==> src/limit_order_book_matcher_assert.svh <==
// Assertion macros for the limit order book matcher.
// Used by the top level; expects clk and rst_n in scope.
`ifndef LIMIT_ORDER_BOOK_MATCHER_ASSERT_SVH
`define LIMIT_ORDER_BOOK_MATCHER_ASSERT_SVH

`define LOBM_ASSERT_SAME(lbl, ante, cons) \
    lbl: assert property (@(posedge clk) disable iff (!rst_n) (ante) |-> (cons)) \
        else $error("limit order book matcher check failed");

`define LOBM_ASSERT_NEXT(lbl, ante, cons) \
    lbl: assert property (@(posedge clk) disable iff (!rst_n) (ante) |=> (cons)) \
        else $error("limit order book matcher check failed");

`endif

==> src/lobm_ram.sv <==
// Generic single-port-write, single-port-read RAM with registered read.
// No dependencies.
`default_nettype none
module lobm_ram #(
    parameter int WIDTH = 8,
    parameter int DEPTH = 32
) (
    input  wire logic                             clk,
    input  wire logic                             we,
    input  wire logic [$clog2(DEPTH)-1:0]         waddr,
    input  wire logic [WIDTH-1:0]                 wdata,
    input  wire logic [$clog2(DEPTH)-1:0]         raddr,
    output logic      [WIDTH-1:0]                 rdata
);
    logic [WIDTH-1:0] mem [DEPTH];

    always_ff @(posedge clk)
    begin
        if (we)
        begin
            mem[waddr] <= wdata;
        end
        rdata <= mem[raddr];
    end
endmodule
`default_nettype wire

==> config.mk <==
export PLATFORM = sky130hd
export DESIGN_NAME = lobm_ram
export DESIGN_NICKNAME = d
export VERILOG_FILES = /design/src/limit_order_book_matcher_assert.svh /design/src/lobm_ram.sv
export SDC_FILE = /design/constraint.sdc
export NUM_CORES = 1
export LEC_CHECK = 0
export BUFFER_PORTS_ARGS = -buffer_cell sky130_fd_sc_hd__buf_4
export CAP_MARGIN = 20
export CORE_ASPECT_RATIO = 0.6
export CORE_UTILIZATION = 55
export DETAILED_ROUTE_END_ITERATION = 6
export PLACE_DENSITY = 0.73
export SLEW_MARGIN = 20
export SYNTH_ARGS = -nofsm -noshare
export SYNTH_HDL_FRONTEND = slang
export SYNTH_SLANG_ARGS = --single-unit
==> constraint.sdc <==
create_clock -name clk -period 2.05 [get_ports clk]
set_input_delay 0.1025 -clock clk [delete_from_list [all_inputs] [get_ports clk]]
set_output_delay 0.1025 -clock clk [all_outputs]
set_load 0.05 [all_outputs]
; ---- After elaboration in Yosys (flattened, before gate mapping)
; Memories as Yosys holds them, arrays and structs flattened. A register that Yosys moved wholly into a read port is not among the register bits.
; Index checks and enable logic that the tools add are counted.
[word_totals]
register_bits = 0
ramBits = 256
output_inout_bits = 8
n_memories = 1
[memory_table]
columns = name, depth, word_bits, read_ports, rd_ports_with_merged_regs, write_ports, line_no
row1 = mem, 32, 8, 1, 1, 1, lobm_ram.sv:15  ; logic [WIDTH-1:0] mem [DEPTH];
[classes]
n_mux = 2
[op_table]
columns = op, count
row1 = 1-bit 2-to-1 mux, 2

; ---- Logic depth before layout (Yosys ltp)
; Gate-level depths: netlist of the first run.
[logic_depth]
depth_word = 2
ltp_mapped = 5

; ---- Worst setup path after synthesis of the first run
; No wires, ideal clock.
[synth_timing]
kind = input to register
startpoint = input raddr[2]
endpoint = register rdata[0] (read register of mem)
setup_time_ns = 0.121
arrival_ns = 1.784
path_slack_ns = 0.145
cell_stages = 5
n_path_buf = 2
path_cell_list = clkbuf_1 -> clkbuf_1 -> mux4_2 -> mux4_2 -> mux2_2
[synth_lines]
columns = item, line_no
row1 = from (decl), lobm_ram.sv:12  ; input wire logic [$clog2(DEPTH)-1:0] raddr,
row2 = to (decl), lobm_ram.sv:13  ; output logic [WIDTH-1:0] rdata

==> flow_results.org, run 1 <==
** Run status
- Run status :: completed

** Floorplanning
- For this configuration, the core starts out at a cell density of 57.5%.
- Rows :: 37
- Die Height :: 107 um
- The total area inside the core boundary comes to 0.0175 mm2.
- The die covers 0.0188 mm2.
- The die is 177 um wide.
- Number of primary I/O pins :: 28

** Logic synthesis
- Combined area of all synthesized cells :: 0.0101 mm2
- Synthesis instantiated 15 different standard cells from the library.
- Largest family of logic cells by synthesized area :: multiplexers
- Proportion of synthesized chip area in sequential cells :: 78.1%
- Count of flip-flops with a built-in enable after synthesis :: 256
- A synthesized cell averages 24.1 um2.
- Counting flops and latches in the post-synthesis netlist gives 264.
- After synthesis, the share of cell area in mux cells is 18.8%.
- After technology mapping, the gate count stands at 417.
- Fraction of synthesis flops using an asynchronous set or reset pin :: 0%
- Xor and xnor fraction of the mapped netlist area :: 0%
- Fraction of the mapped netlist area in adder cells :: 0%
- For this run, the leading register cell type out of synthesis is sky130_fd_sc_hd__edfxtp_1.
- Share of the synthesized area in compound gates (AO/OA/AOI/OAI) :: 0%
- Net count after synthesis :: 437
- For this run, the number of Yosys warnings is 0.
- Simple-Gate Fraction of Synth Area :: 2.07%

** Detailed routing
- Total via count after detailed routing :: 4670
- Remaining antenna violation count after routing :: 0
- In the final routed layout, each cell accounts on average for 28.1 um.
- Summed over all layers, the routed wires come to 20800 um.
- Average via count per standard cell :: 6.30
- For this run, design rule violations remaining after detail routing come to 0.
- Drt first pass iters :: 5
- After the first detailed-routing iteration, the DRC count stood at 552.

** STA
- Of the available clock period, the critical path in the final layout requires 89.3%.
- In the post-route analysis, the smallest setup slack over all paths is 0.220 ns.
- Setup violations remaining at the end of the flow were counted as 0.
- Setup repair after global routing missed its margin :: no
- At the pin with the least slew margin, the transition time is 0.406 ns.
- Static timing analysis puts the maximum clock frequency at 0.546 GHz.
- Counting I/O delays and the setup requirement, the final critical path takes 1.83 ns.
- The number of pins with negative max-slew slack in the final report came to 0.
- The number of hold violations in the final report is 0.
- On the final layout, the worst clock skew is 0.00914 ns.
- Headroom to the max-slew limit :: 72.8%
- In the final timing run, aggregate negative setup slack is 0 ns.

** Worst setup path
- Setup CP Type :: reg -> reg
- STA classifies the critical path endpoint as a flip-flop.
- The worst setup path is launched from a flip-flop.
- STA puts the critical path data arrival time at 2.24 ns.
- For the worst setup path, the data required time is 2.46 ns.
- In this run the worst path has a maximum fanout of 1.

** Final layout
- The area growth from synthesis to layout is 15.1%.
- The finished cells cover 0.0116 mm2.
- The sequential cells in the finished layout cover a total of 0.00785 mm2.
- Summing all multi-input logic gate instances after layout gives 0.00210 mm2.
- Fraction of final layout cells sized beyond drive strength 1 :: 37.5%
- Number of nets in the final layout :: 510
- Number of inserted filler cells in the final layout :: 1111

** GRT
- For this run, the total global-route usage over all layers was measured as 23.4%.
- Number of global-route vias before repair :: 4704
- The number of antenna violations at the first check in global routing was 1.
- Largest net degree at the start of global routing :: 35
- The first global-routing pass estimated 30800 um of wire.
- Global routing finished with a remaining overflow of 0.

** Clock tree
- TritonCTS built the clock tree.
- Once the clock tree was built, the resizer swapped 0 gates to a different size.
- Buffers inserted during clock tree synthesis total 23.
- Clk_lat worst skew :: 0.51 ns
- Clock-pin slew on the worst setup and hold paths :: 0.07 ns
- Post CTS Setup Buffer Count :: 0
- Clock tree synthesis found a total of 264 sinks.
- The root buffer cell chosen for the clock tree is sky130_fd_sc_hd__clkbuf_16.
- In this run the number of H-tree levels came out at 1.
- CTS Buffer Depth :: 3

** Power
- For this design the static power due to leakage is 3.70 nW.
- Power Dens Cells :: 959 mW/mm2
- IR Drop Worst-Case VDD :: 0.802 mV

** Placed design
- In this run the tool buffered the top-level ports with 27 buffer cells.
- Worst setup slack after placement :: 0.00994 ns
- Detailed-placement wirelength estimate :: 13200 um
- Standard cell area after detailed placement :: 0.0108 mm2
- Routability-driven placement finished with a final weighted congestion of 0.786.

** Run
- Max_cap viols :: 0

** Worst hold path
- The path class of the tightest hold or removal check is in -> reg.
==> flip-flops by register name, summed over array words and instances, names as in the netlist <==
register	flops
rdata	8
mem	256
==> cells by family (layout without fill, tap and decap cells) <==
group | Yosys count | count (layout)
flip-flops | 264 | 264
AND/OR/NAND/NOR | 45 | 45
buffers and inverters | 20 | 109
other | 0 | 1
multiplexers | 88 | 88
==> final timing paths <==
path,from,to,slack [ns],depth (start not counted)
hold / removal,wdata[0],mem[20][0],0.01,1
setup / recovery,mem[31][1],rdata[1],0.22,3
hold reg to reg,mem[23][4],rdata[4],0.90,3
setup reg to reg,mem[31][1],rdata[1],0.22,3
==> routing by layer <==
metal / track usage [%] / vias to the layer above / share of wire [%]
li1: - / 1923 / -
met1: 37.5 / 2495 / 45
met2: 33.4 / 220 / 44
met3: 5.35 / 32 / 9.1
met4: 4.50 / 0 / 1.6
met5: 0 / - / 0
==> cells in the mapped netlist, types with 2 or more instances <==
master                     number  area, um2
sky130_fd_sc_hd__buf_4          6       45.0
sky130_fd_sc_hd__mux2_2         8       90.1
sky130_fd_sc_hd__mux4_2        80       1800
sky130_fd_sc_hd__buf_1          6       22.5
sky130_fd_sc_hd__edfxtp_1     256       7690
sky130_fd_sc_hd__dfxtp_1        8        160
sky130_fd_sc_hd__clkbuf_1       6       22.5
sky130_fd_sc_hd__nand3b_1       5       37.5
sky130_fd_sc_hd__nor2_1        33        124
sky130_fd_sc_hd__nand3_1        2       10.0
sky130_fd_sc_hd__or3b_2         3       26.3
==> metrics by stage <==
stage	util (%)	instances	total power, mW	hold WS [ns]
3_3_place_gp	61.7	698	6.81	0.518
5_1_grt	66.1	740	11.4	0.0180
6_report	66.1	741	11.1	0.0119
4_1_cts	66.1	740	11.2	0.00143
3_5_place_dp	61.7	698	6.83	0.526
2_1_floorplan	-	417	6.53	0.201
==> where the power goes <==
part	total (mW)	switching (mW)	internal, mW
sequential	6.02	0.0239	6.00
clock	4.40	1.84	2.56
combinational	0.682	0.394	0.287
total	11.1	2.25	8.85
==> layout make-up <==
| class | count | share of cell area [%] |
|---|---|---|
| Antenna cell | 1 | 0.0216 |
| Clock buffer | 28 | 5.13 |
| Clock inverter | 13 | 1.41 |
| Multi-Input combinational cell | 133 | 18.1 |
| Sequential cell | 264 | 67.8 |
| Tap cell | 234 | 2.53 |
| Timing Repair Buffer | 68 | 4.97 |
==> critical path: stages (launching register included) <==
cell and delay [ns]:
sky130_fd_sc_hd__edfxtp_1 0.36, sky130_fd_sc_hd__mux4_2 0.55, sky130_fd_sc_hd__mux4_2 0.54, sky130_fd_sc_hd__mux2_2 0.28
==> timing repair <==
| action | in CTS | in global routing |
|---|---|---|
| hold endpoints to repair | 5 | 0 |
| endpoints found under the setup margin | 0 | 0 |
| hold buffers | 1 | 0 |
==> cell usage in the layout (no fill, tap or decap) <==
cell                            netlist  layout
sky130_fd_sc_hd__buf_12               0       5
sky130_fd_sc_hd__buf_4                6      62
sky130_fd_sc_hd__bufinv_16            0       4
sky130_fd_sc_hd__clkbuf_1             6       5
sky130_fd_sc_hd__clkbuf_16            0      23
sky130_fd_sc_hd__clkinv_1             0       4
sky130_fd_sc_hd__clkinv_2             0       4
sky130_fd_sc_hd__clkinvlp_4           0       1
sky130_fd_sc_hd__dfxtp_1              8       8
sky130_fd_sc_hd__diode_2              0       1
sky130_fd_sc_hd__dlygate4sd3_1        0       1
sky130_fd_sc_hd__edfxtp_1           256     256
sky130_fd_sc_hd__mux2_2               8       8
sky130_fd_sc_hd__mux4_2              80      80
sky130_fd_sc_hd__nand2_1              1       1
sky130_fd_sc_hd__nand3_1              2       2
sky130_fd_sc_hd__nand3b_1             5       5
sky130_fd_sc_hd__nor2_1              33      33
sky130_fd_sc_hd__or3_1                1       1
sky130_fd_sc_hd__or3b_2               3       3
(Power assumes the default switching activity.)
==> run 2, diff against run 1 <==
--- a/config.mk
+++ b/config.mk
@@ -10,7 +10,7 @@
 export CORE_ASPECT_RATIO = 0.6
 export CORE_UTILIZATION = 55
 export DETAILED_ROUTE_END_ITERATION = 6
-export PLACE_DENSITY = 0.73
+export PLACE_DENSITY = 0.71
 export SLEW_MARGIN = 20
 export SYNTH_ARGS = -nofsm -noshare
 export SYNTH_HDL_FRONTEND = slang
==> constraint.sdc (replaced) <==
create_clock -name clk -period 2.2 [get_ports clk]
set_input_delay 0.11 -clock clk [delete_from_list [all_inputs] [get_ports clk]]
set_output_delay 0.11 -clock clk [all_outputs]
set_load 0.05 [all_outputs]
==> run 2 against run 1 <==
Total power fell by 10%; via count fell by 0.17%; final cell count did not move; die area did not move; combinational power fell by 4.8%; routed wire length rose by 3.8%; critical path type unchanged; critical path depth did not move; first-iteration DRC count rose by 4.7%; clock power fell by 16%; global-route usage rose by 1.5 points; sequential power fell by 6.6%; non-clock buffer count rose by 3.
==> flow_results.org, run 2 (synthesis gave the netlist of run 1 again) <==
** Worst setup path
- By startpoint and endpoint, the worst setup path is classified as reg -> reg.
- In this run the worst setup path begins at mem[5][4].
- The worst register-to-register path ends at rdata[4].
- R2R setup slack :: 0.37 ns
- Worst Reg2Reg Path Length in Cells :: 3
- Of all nets on the critical path, the largest fanout is 1.
- The startpoint identified for the worst register-to-register timing path is mem[5][4].
- Arrival time at the worst endpoint :: 2.22 ns
- Worst setup endpoint :: rdata[4]
- Startpoint types :: flip-flop
- STA classifies the critical path endpoint as a flip-flop.
- At the worst endpoint, the required time is 2.59 ns.

** Floorplanning
- DIE AREA :: 0.0188 mm2
- Area of the core :: 0.0175 mm2
- Die Height :: 107 um
- For this configuration, the core starts out at a cell density of 57.5%.
- Row generation in the floorplan step produced 37 rows.
- The floorplan step set the die width to 177 um.
- Number of primary I/O pins :: 28

** Final layout
- Area Growth Syn to Fin :: 14.5%
- After the last flow step, the layout net total stands at 513.
- The library cell used most frequently in the layout, excluding fill and tap cells, is sky130_fd_sc_hd__edfxtp_1.
- Fraction of final layout cells sized beyond drive strength 1 :: 37.5%
- Util after Layout :: 65.8%
- In the layout the commonest cells are sky130_fd_sc_hd__edfxtp_1 (256), sky130_fd_sc_hd__mux4_2 (80), sky130_fd_sc_hd__buf_4 (65).
- With fillers left out, the area of the finished cells amounts to 0.0115 mm2.
- Post-Layout Cell Count :: 741
- Max FFs per register :: 256
- Most flops, register :: mem
- Largest registers :: mem (256), rdata (8)
- ANT cells :: 0

** Power
- Per report_power, the sequential group accounts for 56.3% of the total.
- Power Dens Cells :: 867 mW/mm2
- Net switching is 20.8% of the power.
- Internal power :: 7.90 mW
- Combinational group share of total power :: 6.5%
- Power share of the clock group :: 37.2%
- Summed over all cells, the static leakage comes to 3.68 nW.
- Across the VDD grid, the largest voltage drop is 0.487 mV.
- The design draws 9.98 mW.
- For this design the total switching power over the nets is 2.08 mW.

** GRT
- Wire length of the first global-routing pass :: 32100 um
- Antenna violations before repair :: 1
- GRT Residual Overflow :: 0
- Largest net degree at the start of global routing :: 33
- Number of global-route vias before repair :: 4631
- Global routing consumed, over all layers together, 24.9% of the routing resources.

** Run
- Across the run, the number of max-cap violations was 0.

** STA
- Dividing the final minimum period by the clock period gives 83.0%.
- Top achievable clock speed :: 0.548 GHz
- Setup violations remaining at the end of the flow were counted as 0.
- The tightest hold path in the finished design has a slack of 0.0321 ns.
- Setup slack on the critical path of the routed design comes to 0.374 ns.
- Shortest clock period the worst path allows after layout :: 1.83 ns
- At the pin with the least slew margin, the transition time is 0.410 ns.
- For the final routed database, the setup TNS stands at 0 ns.
- Final number of hold-violating endpoints :: 0
- Setup repair after global routing left no endpoint under its margin.
- Headroom to the max-slew limit :: 72.6%
- Clock skew on the completed layout was measured at 0.00997 ns.
- Final-report max-slew violation count :: 0

** Clock tree
- Clk_lat worst skew :: 0.50 ns
- CTS Buffer Depth :: 3
- Number of buffers created by CTS :: 23
- CTS built an H-tree with a depth of 1.
- Clock-pin slew on the worst setup and hold paths :: 0.06 ns
- TritonCTS built the clock tree.
- Clock sink count :: 264
- Gates resized during post-CTS repair numbered 0.
- Buffer cell driving the clock tree root :: sky130_fd_sc_hd__clkbuf_16

** Detailed routing
- Post-DR wirelength/cell :: 29.2 um
- Final wirelength :: 21600 um
- Average via count per standard cell :: 6.29
- DRC marker count from the first detailed-route iteration :: 578
- For this run, design rule violations remaining after detail routing come to 0.
- Drt first pass iters :: 5
- Total via count after detailed routing :: 4662
- Remaining antenna violation count after routing :: 0

** Placed design
- Detailed-placement wirelength estimate :: 14200 um
- After detailed placement, the design holds a cell count of 701.
- Number of I/O port buffers :: 27
- At the placement stage, the worst setup path has a slack of 0.143 ns.
- GP Congestion :: 0.802
- Summing all placed instances gives a cell area of 0.0108 mm2.

** Worst hold path
- Counting instances, the worst hold path has a depth of 1.
- The worst hold path belongs to the class in -> reg.
- The startpoint identified for the worst hold timing path is wdata[5].

** Run status
- The flow ran to the end, and the final reports show no timing, DRC or antenna violations.
[run 2: changes by cell type in the layout (fill, tap and decap cells not counted), sizes merged]
cell,previous run,this run
clkinv,8,7
diode,1,0
clkbuf,28,30
buf,67,70
bufinv,4,1
[run 2: worst min path at each step]
stage,end,slack (ns)
floorplan,mem[0][0],0.21
global placement,rdata[5],0.50
detailed placement,rdata[5],0.51
CTS,mem[17][4],0.02
global route,mem[21][4],0.04
finish,mem[23][5],0.03
[run 2: layout make-up]
| type | count | area, um2 |
|---|---|---|
| Clock inverter | 9 | 72.6 |
| Sequential cell | 264 | 7850 |
| Tap cell | 234 | 293 |
| Timing Repair Buffer | 71 | 598 |
| Multi-Input combinational cell | 133 | 2100 |
| Fill cell | 1126 | 5990 |
| Clock buffer | 30 | 602 |
[run 2: per-layer routing]
| layer | wire length [um] | GRT usage, % | part of all wire (%) |
|---|---|---|---|
| met2 | 9230 | 33.3 | 43 |
| met4 | 271 | 4.50 | 1.3 |
| met3 | 2770 | 9.01 | 13 |
| met1 | 9310 | 39.6 | 43 |
| met5 | 13 | 0 | 0.060 |
[run 2: power by group through the flow]
stage	Combinational [mW]	Sequential, mW	Clock [mW]
6_report	0.649	5.62	3.71
5_1_grt	0.687	5.62	3.94
4_1_cts	0.652	5.62	3.77
3_5_place_dp	0.649	5.73	0
3_3_place_gp	0.637	5.73	0
2_1_floorplan	0.298	5.79	0
[run 2: timing repair]
action / CTS / global route
hold endpoints to repair: 7 / 0
setup buffers: 0 / 0
hold buffers: 1 / 0
[run 2: critical path, stage by stage (launching register included)]
cell and delay [ns]:
sky130_fd_sc_hd__edfxtp_1 0.38, sky130_fd_sc_hd__mux4_2 0.59, sky130_fd_sc_hd__mux4_2 0.49, sky130_fd_sc_hd__mux2_2 0.26
==> run 3, diff against run 2 <==
--- a/config.mk
+++ b/config.mk
@@ -5,6 +5,7 @@
 export SDC_FILE = /design/constraint.sdc
 export NUM_CORES = 1
 export LEC_CHECK = 0
+export ABC_AREA = 1
 export BUFFER_PORTS_ARGS = -buffer_cell sky130_fd_sc_hd__buf_4
 export CAP_MARGIN = 20
 export CORE_ASPECT_RATIO = 0.6
==> constraint.sdc (replaced) <==
create_clock -name clk -period 1.81 [get_ports clk]
set_input_delay 0.0905 -clock clk [delete_from_list [all_inputs] [get_ports clk]]
set_output_delay 0.0905 -clock clk [all_outputs]
set_load 0.05 [all_outputs]
==> run 3 against run 2 <==
Clock skew is 0.00092 ns higher; synthesized area is 7.3% higher; total power is 24% higher; critical path type is now reg -> out.
==> flow_results.org, run 3 <==
** Run status
- The flow ran to the end, and the final reports show no timing, DRC or antenna violations.

** Logic synthesis
- In the post-synthesis netlist, the biggest area contributors are sky130_fd_sc_hd__edfxtp_1 (71%), sky130_fd_sc_hd__nand2_1 (13%), sky130_fd_sc_hd__nand3_1 (9.5%), sky130_fd_sc_hd__buf_6 (2.5%), sky130_fd_sc_hd__dfxtp_1 (1.5%).
- Counting flops with an async set or reset pin after synthesis yields a share of 0%.
- In the post-synthesis netlist, the cell with the most instances is sky130_fd_sc_hd__nand2_1.
- The mapped netlist covers 0.0108 mm2.
- Warning count from the yosys run :: 0
- Counting flops with a built-in enable in the synthesized netlist gives 256.
- The number of nets in the synthesized netlist is 942.
- The cell count after synthesis came out at 922.
- Cell types with the highest counts after synthesis :: sky130_fd_sc_hd__nand2_1 (360), sky130_fd_sc_hd__edfxtp_1 (256), sky130_fd_sc_hd__nand3_1 (204)
- After synthesis, the largest area contributor takes up 71.3% of total cell area.
- The average instance in the mapped netlist occupies 11.7 um2.
- Distinct cell type count of the synthesized netlist :: 12
- Sequential cells were found to cover 72.8% of the synthesized design area.
- Seq cells post-synth :: 264
- The biggest area contributor in the post-synthesis netlist is sky130_fd_sc_hd__edfxtp_1.
- In the synthesized netlist the dominant register cell turns out to be sky130_fd_sc_hd__edfxtp_1.

** Worst hold path
- Hold path start :: wdata[2]
- Type of the worst min-delay path :: in -> reg
- End point of the worst hold path :: mem[14][2]
- Count of cells along the worst hold path :: 1

** Worst setup path
- Setup crit end kind :: output port
- RR Endpoint :: rdata[0]
- For the worst setup path, the data arrival time is 1.20 ns.
- Worst Reg2Reg Path Length in Cells :: 8
- Data on the critical path is required at its endpoint by 1.72 ns.
- Crit-path max FO :: 1
- Startpoint types :: flip-flop
- The worst register-to-register path begins at mem[16][0].
- Walking the worst path, the cells encountered are buf_4.
- Worst path bufs/invs :: 1
- In this run the number of cells on the critical path is 1.
- Critical Path Max Stage Delay :: 0.44 ns
- The critical path is of the reg -> out type.
- The slowest stage of the critical path belongs to the cell sky130_fd_sc_hd__dfxtp_1.
- The setup check on the worst reg-to-reg path leaves a slack of 0.61 ns.
- In this design, the largest share of critical-path delay is due to flip-flops.
- The most critical setup path has its startpoint at rdata[3].

** Final layout
- The post-route netlist has 11.7% of its cells at a drive strength greater than 1.
- The largest registers in the layout are mem (256), rdata (8).
- Most flops, register :: mem
- The register with the most flip-flops in the layout has 256 of them.
- Number of inserted filler cells in the final layout :: 1501
- Relative to the synthesized area, the layout overhead comes to 12.3%.
- Number of nets in the final layout :: 1000
- Sequential cell area :: 0.00785 mm2
- Leaving out fill and tap cells, the most frequent cell in the layout is sky130_fd_sc_hd__nand2_1.
- The number of antenna diodes in the final layout is 0.
- Highest-count cells in the layout ignoring fill and taps :: sky130_fd_sc_hd__nand2_1 (360), sky130_fd_sc_hd__edfxtp_1 (256), sky130_fd_sc_hd__nand3_1 (204)
- The finished cells cover 0.0121 mm2.
- In the final layout, the multi-input gates occupy 0.00249 mm2.

** GRT
- Largest net degree at the start of global routing :: 68
- Wire length of the first global-routing pass :: 39500 um
- GRT Total Usage :: 26.6%
- Global routing finished with a remaining overflow of 0.
- Antenna violations before repair :: 0
- Number of global-route vias before repair :: 6517

** Placed design
- Number of I/O port buffers :: 27
- Summed over all nets, the half-perimeter wirelength after detailed placement is 15800 um.
- GP Congestion :: 0.935
- Summing all placed instances gives a cell area of 0.0114 mm2.

** STA
- The number of pins with negative max-slew slack in the final report was 0.
- Setup repair after global routing left no endpoint under its margin.
- Number of setup violations in the final report :: 0
- In the final timing run, aggregate negative setup slack is 0 ns.
- The number of hold violations in the final report was 0.
- On the final layout, the worst clock skew is 0.0109 ns.
- For the pin with the worst max-slew slack, the measured transition is 0.529 ns.
- For this run, the top clock speed supported by timing is 0.777 GHz.
- Headroom to the max-slew limit :: 64.7%
- Fin crit share :: 71.1%
- The worst path in the final design needs a cycle of 1.29 ns, including I/O delays and setup.

** Detailed routing
- The detailed router placed 7094 vias in this run.
- For this block, the initial DRC count from the detailed router was 1054.
- Using the TritonRoute via totals, the vias-per-cell ratio works out to 5.63.
- Post-DR wirelength/cell :: 20.6 um
- Wires add up to 26000 um.
- The detail route stage leaves a number of antenna-violating nets equal to 0.
- Remaining design rule violation count :: 0
- Before antenna repair, the detailed router went through 5 iterations.

** Power
- Switching part of the total power :: 22.8%
- Power spread over the standard cell area amounts to 1020 mW/mm2.
- Of the total power, combinational logic draws 7.7%.
- The clock network burns 37.1% of the power.
- Across the VDD grid, the largest voltage drop is 0.734 mV.
- Sequential share of power :: 55.2%
- For this design the total switching power over the nets is 2.81 mW.
- The analysis attributes to cell leakage a power of 4.56 nW.
- The internal portion of the total power is 9.54 mW.

** Clock tree
- The number of clock buffers added by TritonCTS is 23.
- After clock tree synthesis, the repair step resized 0 gates.
- Clock-pin slew was measured on the worst setup and hold paths at 0.07 ns.
- Buffer cell driving the clock tree root :: sky130_fd_sc_hd__clkbuf_16
- In this run the number of H-tree levels came out at 1.
- The clock drives 264 sinks.
- The later pin in the worst-skew pair is clocked with a latency of 0.51 ns.
- TritonCTS built the clock tree.
- CTS Buffer Depth :: 3

** Run
- Max_cap viols :: 0

** Floorplanning
- Number of primary I/O pins :: 28
- Initial standard-cell utilization of the core :: 56.4%
- Chip width :: 183 um
- From bottom edge to top edge, the die measures 110 um.
- Area of the core :: 0.0191 mm2
- The floorplan step defined a die boundary enclosing 0.0202 mm2.
- The floorplan has 39 rows.
-- run 3: changes by cell type in the layout (fill, tap and decap cells not counted), sizes merged, moves of 3 or more --
cell and delta:
buf +14, or3b -3, inv +10, nand3b -5, nand3 +202, nand2 +359, mux2 -8, mux4 -80
-- run 3: layout make-up --
type	count	share of cell area, %
flip-flops and latches	264	64.8
multi-input cells	596	20.6
repair buffers	85	6.01
clock buffers	31	5.00
well taps	266	2.75
clock inverters	9	0.578
inverters	10	0.330
-- run 3: metal layers --
layer | routed length [um] | GRT usage, % | up-vias
li1 | - | - | 3307
met2 | 10700 | 35.7 | 330
met1 | 11900 | 43.6 | 3414
met4 | 527 | 5.67 | 0
met5 | 0 | 0 | -
met3 | 2840 | 6.17 | 43
-- run 3: kinds of logic (layout without fill, tap and decap cells) --
kind of cell           count (synthesis)  count (layout)  synth area share (%)
and+or+nand+nor                      596             596                  23.1
DFF                                  264             264                  72.8
buffers and inverters                 62             135                  4.14
-- run 3: how the worst max path moves through the flow --
stage	end	slack (ns)
after floorplan	mem[0][0]	0.69
after global placement	rdata[2]	0.33
after detailed placement	rdata[4]	0.32
after CTS	rdata[3]	0.56
after global routing	rdata[0]	0.50
final	rdata[3]	0.52
-- run 3: power by group through the flow --
| stage | Combinational (mW) | Sequential (mW) | Clock (mW) |
|---|---|---|---|
| floorplan | 0.490 | 7.02 | 0 |
| global placement | 0.921 | 6.95 | 0 |
| detailed placement | 0.936 | 6.96 | 0 |
| CTS | 0.940 | 6.82 | 4.61 |
| global route | 1.03 | 6.83 | 4.85 |
| finish | 0.948 | 6.82 | 4.58 |
-- run 3: timing repair --
action | CTS | global route
endpoints found under the hold margin | 8 | 0
hold buffers | 1 | 0
buffers inserted | 0 | 0
-- run 3: stage by stage --
stage                     worst slack [ns]  instances  util [%]  hold WS (ns)  total power [mW]
after CTS                            0.557       1261      63.3       0.00553              12.4
final                                0.523       1261      63.3        0.0127              12.4
after floorplan                      0.685        922         -         0.189              7.51
after detailed placement             0.321       1220      59.8         0.375              7.89
after global routing                 0.504       1261      63.3        0.0176              12.7
after global placement               0.328       1220      59.8         0.368              7.88
